--- src/sv/oldp_pkg.sv ---
// shared types, constants and pulse mapping for the obstacle limited drive pwm
`timescale 1ns / 1ps

package oldp_pkg;

  localparam int PULSE_BITS = 12;
  localparam int Q_ONE      = 16384;
  localparam int CFG_BITS   = 15;
  localparam int LIM_BITS   = 15;
  localparam int N_SENSORS  = 6;

  // sensor slots in the limit vector
  localparam int SEN_FRONT       = 0;
  localparam int SEN_RIGHT_FRONT = 1;
  localparam int SEN_LEFT_FRONT  = 2;
  localparam int SEN_BACK        = 3;
  localparam int SEN_RIGHT_BACK  = 4;
  localparam int SEN_LEFT_BACK   = 5;

  localparam logic [PULSE_BITS-1:0] RST_FWD_PULSE_LOW   = 12'd1323;
  localparam logic [PULSE_BITS-1:0] RST_FWD_PULSE_HIGH  = 12'd1620;
  localparam logic [PULSE_BITS-1:0] RST_TURN_PULSE_LOW  = 12'd1193;
  localparam logic [PULSE_BITS-1:0] RST_TURN_PULSE_HIGH = 12'd2121;
  localparam logic [PULSE_BITS-1:0] RST_NEUTRAL_PULSE   = 12'd544;
  localparam logic [5:0]            RST_IDLE_LIMIT      = 6'd30;
  localparam logic [14:0]           RST_TURN_THRESHOLD  = 15'd4915;
  localparam logic [14:0]           RST_DEADBAND        = 15'd819;

  typedef enum logic {
    KIND_CMD  = 1'b0,
    KIND_TICK = 1'b1
  } kind_e;

  typedef enum logic [2:0] {
    REG_FWD_PULSE_LOW   = 3'd0,
    REG_FWD_PULSE_HIGH  = 3'd1,
    REG_TURN_PULSE_LOW  = 3'd2,
    REG_TURN_PULSE_HIGH = 3'd3,
    REG_NEUTRAL_PULSE   = 3'd4,
    REG_IDLE_LIMIT      = 3'd5,
    REG_TURN_THRESHOLD  = 3'd6,
    REG_DEADBAND        = 3'd7
  } cfg_reg_e;

  typedef struct packed {
    logic [PULSE_BITS-1:0] fwd_pulse_low;
    logic [PULSE_BITS-1:0] fwd_pulse_high;
    logic [PULSE_BITS-1:0] turn_pulse_low;
    logic [PULSE_BITS-1:0] turn_pulse_high;
    logic [PULSE_BITS-1:0] neutral_pulse;
    logic [5:0]            idle_limit;
    logic [14:0]           turn_threshold;
    logic [14:0]           deadband;
  } cfg_t;

  typedef struct packed {
    kind_e                               kind;
    logic signed [15:0]                  fwd;
    logic signed [15:0]                  turn;
    logic [N_SENSORS-1:0][LIM_BITS-1:0]  lim;
  } stage_t;

  typedef struct packed {
    logic                  drive_enabled;
    logic [PULSE_BITS-1:0] throttle_pulse;
    logic [PULSE_BITS-1:0] steering_pulse;
    logic                  timed_out;
  } result_t;

  function automatic logic signed [15:0] clamp_q(input logic signed [15:0] v);
    logic signed [15:0] res;
    if (v > 16'sd16384) begin
      res = 16'sd16384;
    end else if (v < -16'sd16384) begin
      res = -16'sd16384;
    end else begin
      res = v;
    end
    return res;
  endfunction

  // linear map of a q2.14 target onto [lo, hi], truncating
  function automatic logic [PULSE_BITS-1:0] map_pulse(
    input logic [PULSE_BITS-1:0] lo,
    input logic [PULSE_BITS-1:0] hi,
    input logic signed [15:0]    target
  );
    logic signed [16:0]            u;
    logic signed [PULSE_BITS:0]    diff;
    logic signed [PULSE_BITS+17:0] prod;
    logic signed [PULSE_BITS+17:0] total;
    u     = {target[15], target} + 17'sd16384;
    diff  = $signed({1'b0, hi}) - $signed({1'b0, lo});
    prod  = diff * u;
    total = prod + $signed({3'b000, lo, 15'b0});
    return total[15 +: PULSE_BITS];
  endfunction

endpackage

--- src/sv/oldp_ifs.sv ---
// valid/ready channel interfaces for input and result words
`timescale 1ns / 1ps

interface oldp_item_if;
  import oldp_pkg::*;
  logic               valid;
  logic               ready;
  logic [0:0]         kind;
  logic signed [15:0] forward_cmd;
  logic signed [15:0] turn_cmd;
  logic [15:0]        dist_front;
  logic [15:0]        dist_right_front;
  logic [15:0]        dist_left_front;
  logic [15:0]        dist_back;
  logic [15:0]        dist_right_back;
  logic [15:0]        dist_left_back;

  modport source (
    output valid, kind, forward_cmd, turn_cmd, dist_front, dist_right_front,
           dist_left_front, dist_back, dist_right_back, dist_left_back,
    input  ready
  );
  modport sink (
    input  valid, kind, forward_cmd, turn_cmd, dist_front, dist_right_front,
           dist_left_front, dist_back, dist_right_back, dist_left_back,
    output ready
  );
endinterface

interface oldp_result_if;
  import oldp_pkg::*;
  logic                  valid;
  logic                  ready;
  logic                  drive_enabled;
  logic [PULSE_BITS-1:0] throttle_pulse;
  logic [PULSE_BITS-1:0] steering_pulse;
  logic                  timed_out;

  modport source (
    output valid, drive_enabled, throttle_pulse, steering_pulse, timed_out,
    input  ready
  );
  modport sink (
    input  valid, drive_enabled, throttle_pulse, steering_pulse, timed_out,
    output ready
  );
endinterface

--- src/sv/oldp_dist_limit.sv ---
// distance to q2.14 speed limit, floor(dist * 16384 / full speed) by reciprocal
`timescale 1ns / 1ps

module oldp_dist_limit #(
  parameter int unsigned FULL_SPEED_MM = 1000
) (
  input  logic [15:0]                   range_mm,
  output logic [oldp_pkg::LIM_BITS-1:0] lim
);
  import oldp_pkg::*;

  localparam int unsigned     SH      = $clog2(FULL_SPEED_MM);
  localparam longint unsigned RECIP_W =
    ((64'd1 << (30 + SH)) + FULL_SPEED_MM - 1) / FULL_SPEED_MM;
  localparam logic [31:0]     RECIP   = RECIP_W[31:0];

  logic [47:0] prod;
  logic [47:0] quo;

  always_comb begin
    prod = {32'b0, range_mm} * {16'b0, RECIP};
    quo  = prod >> (16 + SH);
    // anything past full scale can never bind
    if (quo >= 48'(Q_ONE)) begin
      lim = LIM_BITS'(Q_ONE);
    end else begin
      lim = quo[LIM_BITS-1:0];
    end
  end

endmodule

--- src/sv/oldp_core.sv ---
// drive state, sector choice, speed clamp, pulse mapping and idle stop
`timescale 1ns / 1ps

module oldp_core (
  input  logic              clk,
  input  logic              rst,
  input  logic              en,
  input  oldp_pkg::cfg_t    cfg,
  input  oldp_pkg::stage_t  word,
  output oldp_pkg::result_t res
);
  import oldp_pkg::*;

  logic signed [15:0]    target_forward, target_forward_next;
  logic signed [15:0]    target_turn, target_turn_next;
  logic                  running, running_next;
  logic [5:0]            idle_count, idle_count_next;
  logic [PULSE_BITS-1:0] throttle_reg, throttle_reg_next;
  logic [PULSE_BITS-1:0] steering_reg, steering_reg_next;

  logic signed [16:0]    tt17, tf17, thr17, lf17, lb17;
  logic                  go_right, go_left;
  logic [LIM_BITS-1:0]   lim_front, lim_back;
  logic signed [15:0]    tf_cl;
  logic [PULSE_BITS-1:0] pf, pt;
  logic                  timeout;
  logic [14:0]           af;
  logic [PULSE_BITS-1:0] throttle_tick;

  // tick datapath
  always_comb begin
    tt17     = {target_turn[15], target_turn};
    tf17     = {target_forward[15], target_forward};
    thr17    = $signed({2'b00, cfg.turn_threshold});
    go_right = tt17 > thr17;
    go_left  = tt17 < -thr17;

    priority if (go_right) begin
      lim_front = word.lim[SEN_RIGHT_FRONT];
      lim_back  = word.lim[SEN_RIGHT_BACK];
    end else if (go_left) begin
      lim_front = word.lim[SEN_LEFT_FRONT];
      lim_back  = word.lim[SEN_LEFT_BACK];
    end else begin
      lim_front = word.lim[SEN_FRONT];
      lim_back  = word.lim[SEN_BACK];
    end

    lf17 = $signed({2'b00, lim_front});
    lb17 = $signed({2'b00, lim_back});
    if (target_forward > 16'sd0) begin
      tf_cl = (tf17 > lf17) ? lf17[15:0] : target_forward;
    end else begin
      tf_cl = (tf17 < -lb17) ? 16'(-lb17) : target_forward;
    end

    pf      = map_pulse(cfg.fwd_pulse_low, cfg.fwd_pulse_high, tf_cl);
    pt      = map_pulse(cfg.turn_pulse_low, cfg.turn_pulse_high, target_turn);
    timeout = idle_count > cfg.idle_limit;

    // a stop drops the forward target to zero before the deadband test
    if (timeout) begin
      af = 15'd0;
    end else if (tf_cl[15]) begin
      af = 15'(-tf_cl);
    end else begin
      af = tf_cl[14:0];
    end
    throttle_tick = (af < cfg.deadband) ? cfg.neutral_pulse : pf;
  end

  // next state
  always_comb begin
    running_next        = running;
    target_forward_next = target_forward;
    target_turn_next    = target_turn;
    idle_count_next     = idle_count;
    throttle_reg_next   = throttle_reg;
    steering_reg_next   = steering_reg;
    unique case (word.kind)
      KIND_CMD: begin
        running_next        = 1'b1;
        target_forward_next = word.fwd;
        target_turn_next    = word.turn;
        idle_count_next     = 6'd0;
        if (!running) begin
          throttle_reg_next = '0;
          steering_reg_next = '0;
        end
      end
      KIND_TICK: begin
        if (timeout) begin
          running_next        = 1'b0;
          target_forward_next = '0;
          target_turn_next    = '0;
        end else begin
          target_forward_next = tf_cl;
        end
        idle_count_next   = (&idle_count) ? idle_count : idle_count + 6'd1;
        throttle_reg_next = throttle_tick;
        steering_reg_next = pt;
      end
      default: begin
      end
    endcase
  end

  // result word
  always_comb begin
    res.drive_enabled  = running_next;
    res.throttle_pulse = throttle_reg_next;
    res.steering_pulse = steering_reg_next;
    res.timed_out      = (word.kind == KIND_TICK) && timeout;
  end

  always_ff @(posedge clk) begin
    if (rst) begin
      running        <= 1'b0;
      target_forward <= '0;
      target_turn    <= '0;
      idle_count     <= '0;
      throttle_reg   <= '0;
      steering_reg   <= '0;
    end else if (en) begin
      running        <= running_next;
      target_forward <= target_forward_next;
      target_turn    <= target_turn_next;
      idle_count     <= idle_count_next;
      throttle_reg   <= throttle_reg_next;
      steering_reg   <= steering_reg_next;
    end
  end

endmodule

--- src/sv/obstacle_limited_drive_pwm.sv ---
// top level: config registers, input stage, drive core and result register
//
//   port     dir   handshake     word
//   item     in    valid/ready   kind, commands, six distances
//   result   out   valid/ready   drive_enabled, pulses, timed_out
//   cfg      in    cfg_write_en  cfg_index, cfg_data
//
// one word per cycle while results are taken; a taken word moves from the
// input register through the single core stage into the result register once
// that is free; while a result waits, the input register takes a word only if
// empty; rst (synchronous) clears the drive state and loads the config defaults
`timescale 1ns / 1ps

module obstacle_limited_drive_pwm #(
  parameter int unsigned FULL_SPEED_MM = 1000
) (
  input  logic                          clk,
  input  logic                          rst,
  oldp_item_if.sink                     item,
  oldp_result_if.source                 result,
  input  logic                          cfg_write_en,
  input  logic [2:0]                    cfg_index,
  input  logic [oldp_pkg::CFG_BITS-1:0] cfg_data
);
  import oldp_pkg::*;

  cfg_t    cfg;
  stage_t  s1;
  logic    s1_valid;
  result_t res;
  logic    res_valid;
  result_t core_res;
  logic    res_free;
  logic    s1_go;

  logic [N_SENSORS-1:0][15:0]       dists;
  logic [N_SENSORS-1:0][LIM_BITS-1:0] lims;

  always_ff @(posedge clk) begin
    if (rst) begin
      cfg.fwd_pulse_low   <= RST_FWD_PULSE_LOW;
      cfg.fwd_pulse_high  <= RST_FWD_PULSE_HIGH;
      cfg.turn_pulse_low  <= RST_TURN_PULSE_LOW;
      cfg.turn_pulse_high <= RST_TURN_PULSE_HIGH;
      cfg.neutral_pulse   <= RST_NEUTRAL_PULSE;
      cfg.idle_limit      <= RST_IDLE_LIMIT;
      cfg.turn_threshold  <= RST_TURN_THRESHOLD;
      cfg.deadband        <= RST_DEADBAND;
    end else if (cfg_write_en) begin
      unique case (cfg_reg_e'(cfg_index))
        REG_FWD_PULSE_LOW:   cfg.fwd_pulse_low   <= cfg_data[PULSE_BITS-1:0];
        REG_FWD_PULSE_HIGH:  cfg.fwd_pulse_high  <= cfg_data[PULSE_BITS-1:0];
        REG_TURN_PULSE_LOW:  cfg.turn_pulse_low  <= cfg_data[PULSE_BITS-1:0];
        REG_TURN_PULSE_HIGH: cfg.turn_pulse_high <= cfg_data[PULSE_BITS-1:0];
        REG_NEUTRAL_PULSE:   cfg.neutral_pulse   <= cfg_data[PULSE_BITS-1:0];
        REG_IDLE_LIMIT:      cfg.idle_limit      <= cfg_data[5:0];
        REG_TURN_THRESHOLD:  cfg.turn_threshold  <= cfg_data[14:0];
        REG_DEADBAND:        cfg.deadband        <= cfg_data[14:0];
        default: begin
        end
      endcase
    end
  end

  // speed limits for every sensor, ahead of the input register
  always_comb begin
    dists[SEN_FRONT]       = item.dist_front;
    dists[SEN_RIGHT_FRONT] = item.dist_right_front;
    dists[SEN_LEFT_FRONT]  = item.dist_left_front;
    dists[SEN_BACK]        = item.dist_back;
    dists[SEN_RIGHT_BACK]  = item.dist_right_back;
    dists[SEN_LEFT_BACK]   = item.dist_left_back;
  end

  for (genvar g = 0; g < N_SENSORS; g++) begin : g_lim
    oldp_dist_limit #(
      .FULL_SPEED_MM(FULL_SPEED_MM)
    ) u_lim (
      .range_mm(dists[g]),
      .lim     (lims[g])
    );
  end

  assign res_free   = !res_valid || result.ready;
  assign s1_go      = s1_valid && res_free;
  assign item.ready = !s1_valid || s1_go;

  always_ff @(posedge clk) begin
    if (rst) begin
      s1_valid <= 1'b0;
    end else if (item.ready) begin
      s1_valid <= item.valid;
    end
  end

  always_ff @(posedge clk) begin
    if (item.valid && item.ready) begin
      s1.kind <= kind_e'(item.kind);
      s1.fwd  <= clamp_q(item.forward_cmd);
      s1.turn <= clamp_q(item.turn_cmd);
      s1.lim  <= lims;
    end
  end

  oldp_core u_core (
    .clk (clk),
    .rst (rst),
    .en  (s1_go),
    .cfg (cfg),
    .word(s1),
    .res (core_res)
  );

  always_ff @(posedge clk) begin
    if (rst) begin
      res_valid <= 1'b0;
    end else if (res_free) begin
      res_valid <= s1_valid;
    end
  end

  always_ff @(posedge clk) begin
    if (s1_go) begin
      res <= core_res;
    end
  end

  assign result.valid          = res_valid;
  assign result.drive_enabled  = res.drive_enabled;
  assign result.throttle_pulse = res.throttle_pulse;
  assign result.steering_pulse = res.steering_pulse;
  assign result.timed_out      = res.timed_out;

endmodule

--- src/flat_wrapper.sv ---
// flat-port wrapper written by rule: the top's interface ports become plain ports
module obstacle_limited_drive_pwm_flat import oldp_pkg::*;
#(
  parameter int unsigned FULL_SPEED_MM = 1000
)
  (clk, rst, cfg_write_en, cfg_index, cfg_data, item_valid, item_kind, item_forward_cmd, item_turn_cmd, item_dist_front, item_dist_right_front, item_dist_left_front, item_dist_back, item_dist_right_back, item_dist_left_back, item_ready, result_valid, result_drive_enabled, result_throttle_pulse, result_steering_pulse, result_timed_out, result_ready);
  oldp_item_if item_i ();
  oldp_result_if result_i ();
  input  logic clk;
  input  logic rst;
  input  logic cfg_write_en;
  input  logic [2:0] cfg_index;
  input  logic [oldp_pkg::CFG_BITS-1:0] cfg_data;
  input wire logic [$bits(item_i.valid)-1:0] item_valid;
  input wire logic [$bits(item_i.kind)-1:0] item_kind;
  input wire logic [$bits(item_i.forward_cmd)-1:0] item_forward_cmd;
  input wire logic [$bits(item_i.turn_cmd)-1:0] item_turn_cmd;
  input wire logic [$bits(item_i.dist_front)-1:0] item_dist_front;
  input wire logic [$bits(item_i.dist_right_front)-1:0] item_dist_right_front;
  input wire logic [$bits(item_i.dist_left_front)-1:0] item_dist_left_front;
  input wire logic [$bits(item_i.dist_back)-1:0] item_dist_back;
  input wire logic [$bits(item_i.dist_right_back)-1:0] item_dist_right_back;
  input wire logic [$bits(item_i.dist_left_back)-1:0] item_dist_left_back;
  output wire logic [$bits(item_i.ready)-1:0] item_ready;
  output wire logic [$bits(result_i.valid)-1:0] result_valid;
  output wire logic [$bits(result_i.drive_enabled)-1:0] result_drive_enabled;
  output wire logic [$bits(result_i.throttle_pulse)-1:0] result_throttle_pulse;
  output wire logic [$bits(result_i.steering_pulse)-1:0] result_steering_pulse;
  output wire logic [$bits(result_i.timed_out)-1:0] result_timed_out;
  input wire logic [$bits(result_i.ready)-1:0] result_ready;
  assign item_i.valid = item_valid;
  assign item_i.kind = item_kind;
  assign item_i.forward_cmd = item_forward_cmd;
  assign item_i.turn_cmd = item_turn_cmd;
  assign item_i.dist_front = item_dist_front;
  assign item_i.dist_right_front = item_dist_right_front;
  assign item_i.dist_left_front = item_dist_left_front;
  assign item_i.dist_back = item_dist_back;
  assign item_i.dist_right_back = item_dist_right_back;
  assign item_i.dist_left_back = item_dist_left_back;
  assign item_ready = item_i.ready;
  assign result_valid = result_i.valid;
  assign result_drive_enabled = result_i.drive_enabled;
  assign result_throttle_pulse = result_i.throttle_pulse;
  assign result_steering_pulse = result_i.steering_pulse;
  assign result_timed_out = result_i.timed_out;
  assign result_i.ready = result_ready;
  obstacle_limited_drive_pwm #(.FULL_SPEED_MM(FULL_SPEED_MM)) u_core (.clk(clk), .rst(rst), .item(item_i), .result(result_i), .cfg_write_en(cfg_write_en), .cfg_index(cfg_index), .cfg_data(cfg_data));
endmodule
--- config.mk ---
export PLATFORM = sky130hd
export DESIGN_NAME = obstacle_limited_drive_pwm_flat
export DESIGN_NICKNAME = d
export VERILOG_FILES = /design/src/sv/oldp_pkg.sv /design/src/sv/oldp_ifs.sv /design/src/sv/oldp_dist_limit.sv /design/src/sv/oldp_core.sv /design/src/sv/obstacle_limited_drive_pwm.sv /design/src/flat_wrapper.sv
export SDC_FILE = /design/constraint.sdc
export NUM_CORES = 2
export LEC_CHECK = 0
export BUFFER_PORTS_ARGS = -buffer_cell sky130_fd_sc_hd__buf_2
export CAP_MARGIN = 40
export CORE_MARGIN = 3
export CORE_UTILIZATION = 62
export DETAILED_ROUTE_END_ITERATION = 8
export GPL_TIMING_DRIVEN = 0
export PLACE_DENSITY = 0.8
export SLEW_MARGIN = 20
export SYNTH_ARGS = -nofsm -noshare
export SYNTH_HDL_FRONTEND = slang
export SYNTH_SLANG_ARGS = --single-unit
export TNS_END_PERCENT = 5
--- constraint.sdc ---
create_clock -name clk -period 21.1 [get_ports clk]
set_input_delay 2.11 -clock clk [delete_from_list [all_inputs] [get_ports clk]]
set_output_delay 2.11 -clock clk [all_outputs]
set_load 0.02 [all_outputs]
# After elaboration in Yosys (flattened, before gate mapping)
# Cells that the tools add are included.
# Widths: inputs -> output; s select.
# totals
out_inout_bits	28
wordCells	121
input_bits	152
ff_bits	310
# classes
reduce_logical	21
n_mul	8
mux	24
eq_ne	9
magnitude_cmp	17
bitwise	1
add_sub_neg	10
# ops
operator	n
$mul 16x29->45 const B	6
$ge 21x15->1 const B	6
$mux 16	7
$mux 15	6
$pmux 16 s2	2
$add 27x27->27	2
$mul 13x17->27	2
$pmux 12 s2	2
$mux 12	3
$add 16x16->17 const B	2
$lt 16x17->1	2
$neg 15->17	2
$gt 16x16->1	2
$gt 16x16->1 const B	2
$lt 16x15->1 const B	2
$sub 12x12->13	2
$reduce_and 2->1	10
$gt 16x1->1 const B	1
$lt 15x15->1	1
$neg 15->15	1
$eq 3x3->1 const B	4
$pmux 6 s2	1
$add 6x1->6 const B	1
$eq 3x2->1 const B	2
other kinds (13)	19

# Longest topological paths before layout
# depth
depth_word	14
mapped_depth	66
mapped_depth_nobuf	61

# Modules after synthesis
# Synthesis repeated with hierarchy kept, for this count alone.
# unflattened
hier_cells	7612
hier_area_um2	71950.3
# by_module_without_submodules
module	cells_each	n_inst	seq_area_each_um2	area_per_inst_um2
oldp_core	2655	1	1261.2	22266.4
oldp_dist_limit (u_core.g_lim[0].u_lim ...)	698	3	0.0	6645.1
obstacle_limited_drive_pwm	550	1	6436.2	8628.3
oldp_dist_limit (u_core.g_lim[5].u_lim)	780	1	0.0	7139.3
oldp_dist_limit (u_core.g_lim[4].u_lim)	767	1	0.0	7036.7
oldp_dist_limit (u_core.g_lim[3].u_lim)	766	1	0.0	6944.2

# Least setup slack after synthesis
# No wires, ideal clock.
# synth_timing
path_kind	reg-to-reg
start	register, netlist name u_core.cfg[18]
end	register u_core.res (netlist bit u_core.result.throttle_pulse[10]), data pin
arrival_ps	13083
slack_ps	7752
setup_ps	265
path_buffers	5
path_stages_with_launch	63
t_required_ps	20835
synth_period_minus_slack_ps	13348
cell_sequence	dfxtp_1 > inv_1 > nand4_1 > nor4_1 > nand3_1 > nor4_1 > xnor2_1 > ha_1 > nand4_1 > nor2_1 > o21ai_0 > a21oi_1 > o32a_4 > buf_6 > clkbuf_1 > clkbuf_1 > buf_2 > mux2i_1 > [27 not listed] > fa_1 > inv_1 > fa_1 > inv_1 > ha_1 > a21o_1 > a21oi_1 > nor2b_1 > o21ai_0 > nand2b_1 > a21o_1 > a211o_1 > a41o_1 > a31o_2 > o21a_1 > or3_1 > a31oi_1 > o21ai_1
# synth_rtl
element	line	text
to (signal assigned)	obstacle_limited_drive_pwm.sv:124	res <= core_res;
to (decl)	obstacle_limited_drive_pwm.sv:30	result_t res;

==> metrics <==
clk slew on worst S/H paths=0.07 ns; die width=~330 um; first-pass GRT wire length=265 mm; CTS tree=built; final WL=162 mm; die area=between 100,000 and 150,000 um2; initial core utilization=0.627; Avg Synthesized Cell Area=9.48 um2; DR iter-0 viols=3,591; Via Count=48.7k; LEAKAGE=0.0368 uW; HP Class=reg2reg; CP Data Arrival Time=16.43 ns; Yosys cell types=89; Final Setup Violations=0; part of the power in registers=0.095; Clock Skew=0.00959 ns; post-cts resize count=0; dominant synthesized flop cell=dfxtp_1; nets=9,711; placer congestion estimate=0.998; GRT Util Overall=0.297; largest reg by FF count=u_core.s1; Int Power=3710 uW; Reg2Reg Depth=62; Max-Cap Viols=0; Least-Margin Pin Slew=~1.1 ns; min Tclk post-route=16.15 ns; initial antenna violation count=2; max FFs per register=123; Comb power frac=0.837; postcts setup bufs=0; Core ar.=106,000 um2; worst vdd ir=148 uV; Pre-Repair DR Iteration Count=8; height of the die=333 um; syn nets=9,486; htree depth=1; vias per cell=5.63; crit path max fanout=10; Slew Limit Fails=0; CP endpoint kind=flop; clock share of power=0.068; clk buf depth=3; CP required=21.38 ns; PD cells=between 100 and 150 nW/um2; YS warnings=0; status=completed; Crit-path slowest cell=fa_1; Largest regs=u_core.s1: 123 flops, u_core.cfg: 96 flops; post-synth design cell area=66,300 um2; Hold WS=about 0.46 ns; leading cell types in the layout, fill and taps excluded=1,818 x inv_1, 1,210 x ha_1, 1,126 x fa_1; CP max stage delay=0.61 ns; number of hold violations in the final report=0; worst skew pair latency=0.57 ns; row count=119; hold depth=2; Num CTS Buffers=28; GRT overflow=0; DRC viols=0; setup_tns=0 ns; hold-fix buffers at CTS=0; synthesis-to-finish area growth=5.70%; startpoint types=flop; Seq/Total Area, Yosys=0.116; FFs w/ async S/R, synth=0; port buffer count=170; number of synthesized register bits=between 300 and 400; fmax=0.0619 GHz; share of layout cells above drive strength 1=0.0447; Switch Pwr=roughly 4000 uW; vias in the first global route=52.1k; Switching Fraction=0.514; post-synthesis instance total=6,998; RSZ-0062 raised after global routing=false; io pins=180; commonest non-fill, non-tap cell in the layout=inv_1; Rel. slew slack=0.253; Post-synth EDFFs=149; detailed-route wire length per cell=18.7 um; largest net degree at the start of global routing=around 60; DP Wirelength=approximately 140 mm; clock sink count=310; final clock period utilization by the worst path=0.765; CTS Root Cell=clkbuf_16; worst setup path class=reg2reg; antenna-violating nets left=0
[kinds of logic after synthesis]
family                   count (synthesis)  share of synthesized area
AND/OR/NAND/NOR                       1471                      0.106
buffers and inverters                 1975                      0.112
AO/OA/AOI/OAI                          689                     0.0678
flip-flops                             310                      0.116
adder cells (fa/ha/maj)               2336                      0.568
multiplexers                            52                    0.00821
XOR/XNOR                               165                     0.0218
[metal layers]
layer / global-route usage / vias up / share of wire
met1: 0.393 / 24000 / 0.40
li1: - / 22400 / -
met5: 0 / - / 0
met4: 0.102 / 0 / 0.042
met3: 0.0364 / 420 / 0.072
met2: 0.509 / 1827 / 0.48
[power groups by stage]
stage | Sequential [uW] | Combinational [uW] | Clock, uW
floorplan | 750 | 4610 | 0
global placement | 742 | 6060 | 0
detailed placement | 741 | 6340 | 0
CTS | 729 | 6420 | 519
global route | 733 | 7350 | 544
finish | 729 | 6390 | 518
[critical path: cells and delay by family (launching register included)]
kind	cells	cell delay [ns]
buf+inv	12	3.26
fa+ha+maj	10	4.18
simple gates	12	2.22
compound gates	25	5.04
flops	1	0.31
mux	1	0.24
xor+xnor	2	0.57
[layout make-up]
cell class	instances	area (um2)
multi-input combinational	4713	51200
clock inverter	11	120
sequential	310	7700
antenna	4	10.0
timing repair buffer	195	1070
fill	8242	35600
buffer	156	616
tap	1391	1740
inverter	1819	6830
clock buffer	41	810
[synthesized netlist by cell type, types with 7 or more instances]
cell      instances  area [um2]
a211oi_1         24         180
a21boi_0          7        52.6
a21o_1           63         473
a21oi_1         227        1140
a221oi_1         19         166
a22oi_1          19         143
a31oi_1          13        81.3
and2_1          134         838
and3_1           45         282
and4_1            8        70.1
clkbuf_1        138         518
dfxtp_1         161        3220
edfxtp_1        149        4470
fa_1           1126       22500
ha_1           1210       15100
inv_1          1818        6820
mux2i_1          45         450
nand2_1         544        2040
nand2b_1         78         488
nand3_1          57         285
nand4_1          38         238
nor2_1          290        1090
nor2b_1          70         438
nor3_1           90         450
nor3b_1          11        82.6
nor4_1           31         194
o211ai_1         37         278
o21a_1           30         225
o21ai_0         126         631
o21ai_1           7        35.0
o21bai_1         21         158
o22ai_1           7        43.8
o31ai_1           7        52.6
or2_2            34         213
or3_1            25         156
xnor2_1         113         990
xor2_1           52         455
[metrics by stage]
stage | cell area [um2] | setup slack [ns] | cells | utilization | power [uW]
after floorplan | 66300 | 7.75 | 6998 | - | 5360
after global placement | 68900 | 5.14 | 8559 | 0.652 | 6810
after detailed placement | 69100 | 5.17 | 8582 | 0.654 | 7090
after CTS | 70100 | 5.07 | 8634 | 0.663 | 7670
after global routing | 70100 | 4.03 | 8636 | 0.663 | 8630
final | 70100 | 4.95 | 8640 | 0.663 | 7640
[final timing paths]
kind,from,end,slack [ns]
hold reg to reg,u_core.cfg[3],u_core.cfg[3],0.46
hold / removal,u_core.cfg[3],u_core.cfg[3],0.46
setup reg to reg,u_core.cfg[18],u_core.result.throttle_pulse[10],4.95
setup / recovery,u_core.cfg[18],u_core.result.throttle_pulse[10],4.95
(Power assumes the default switching activity.)
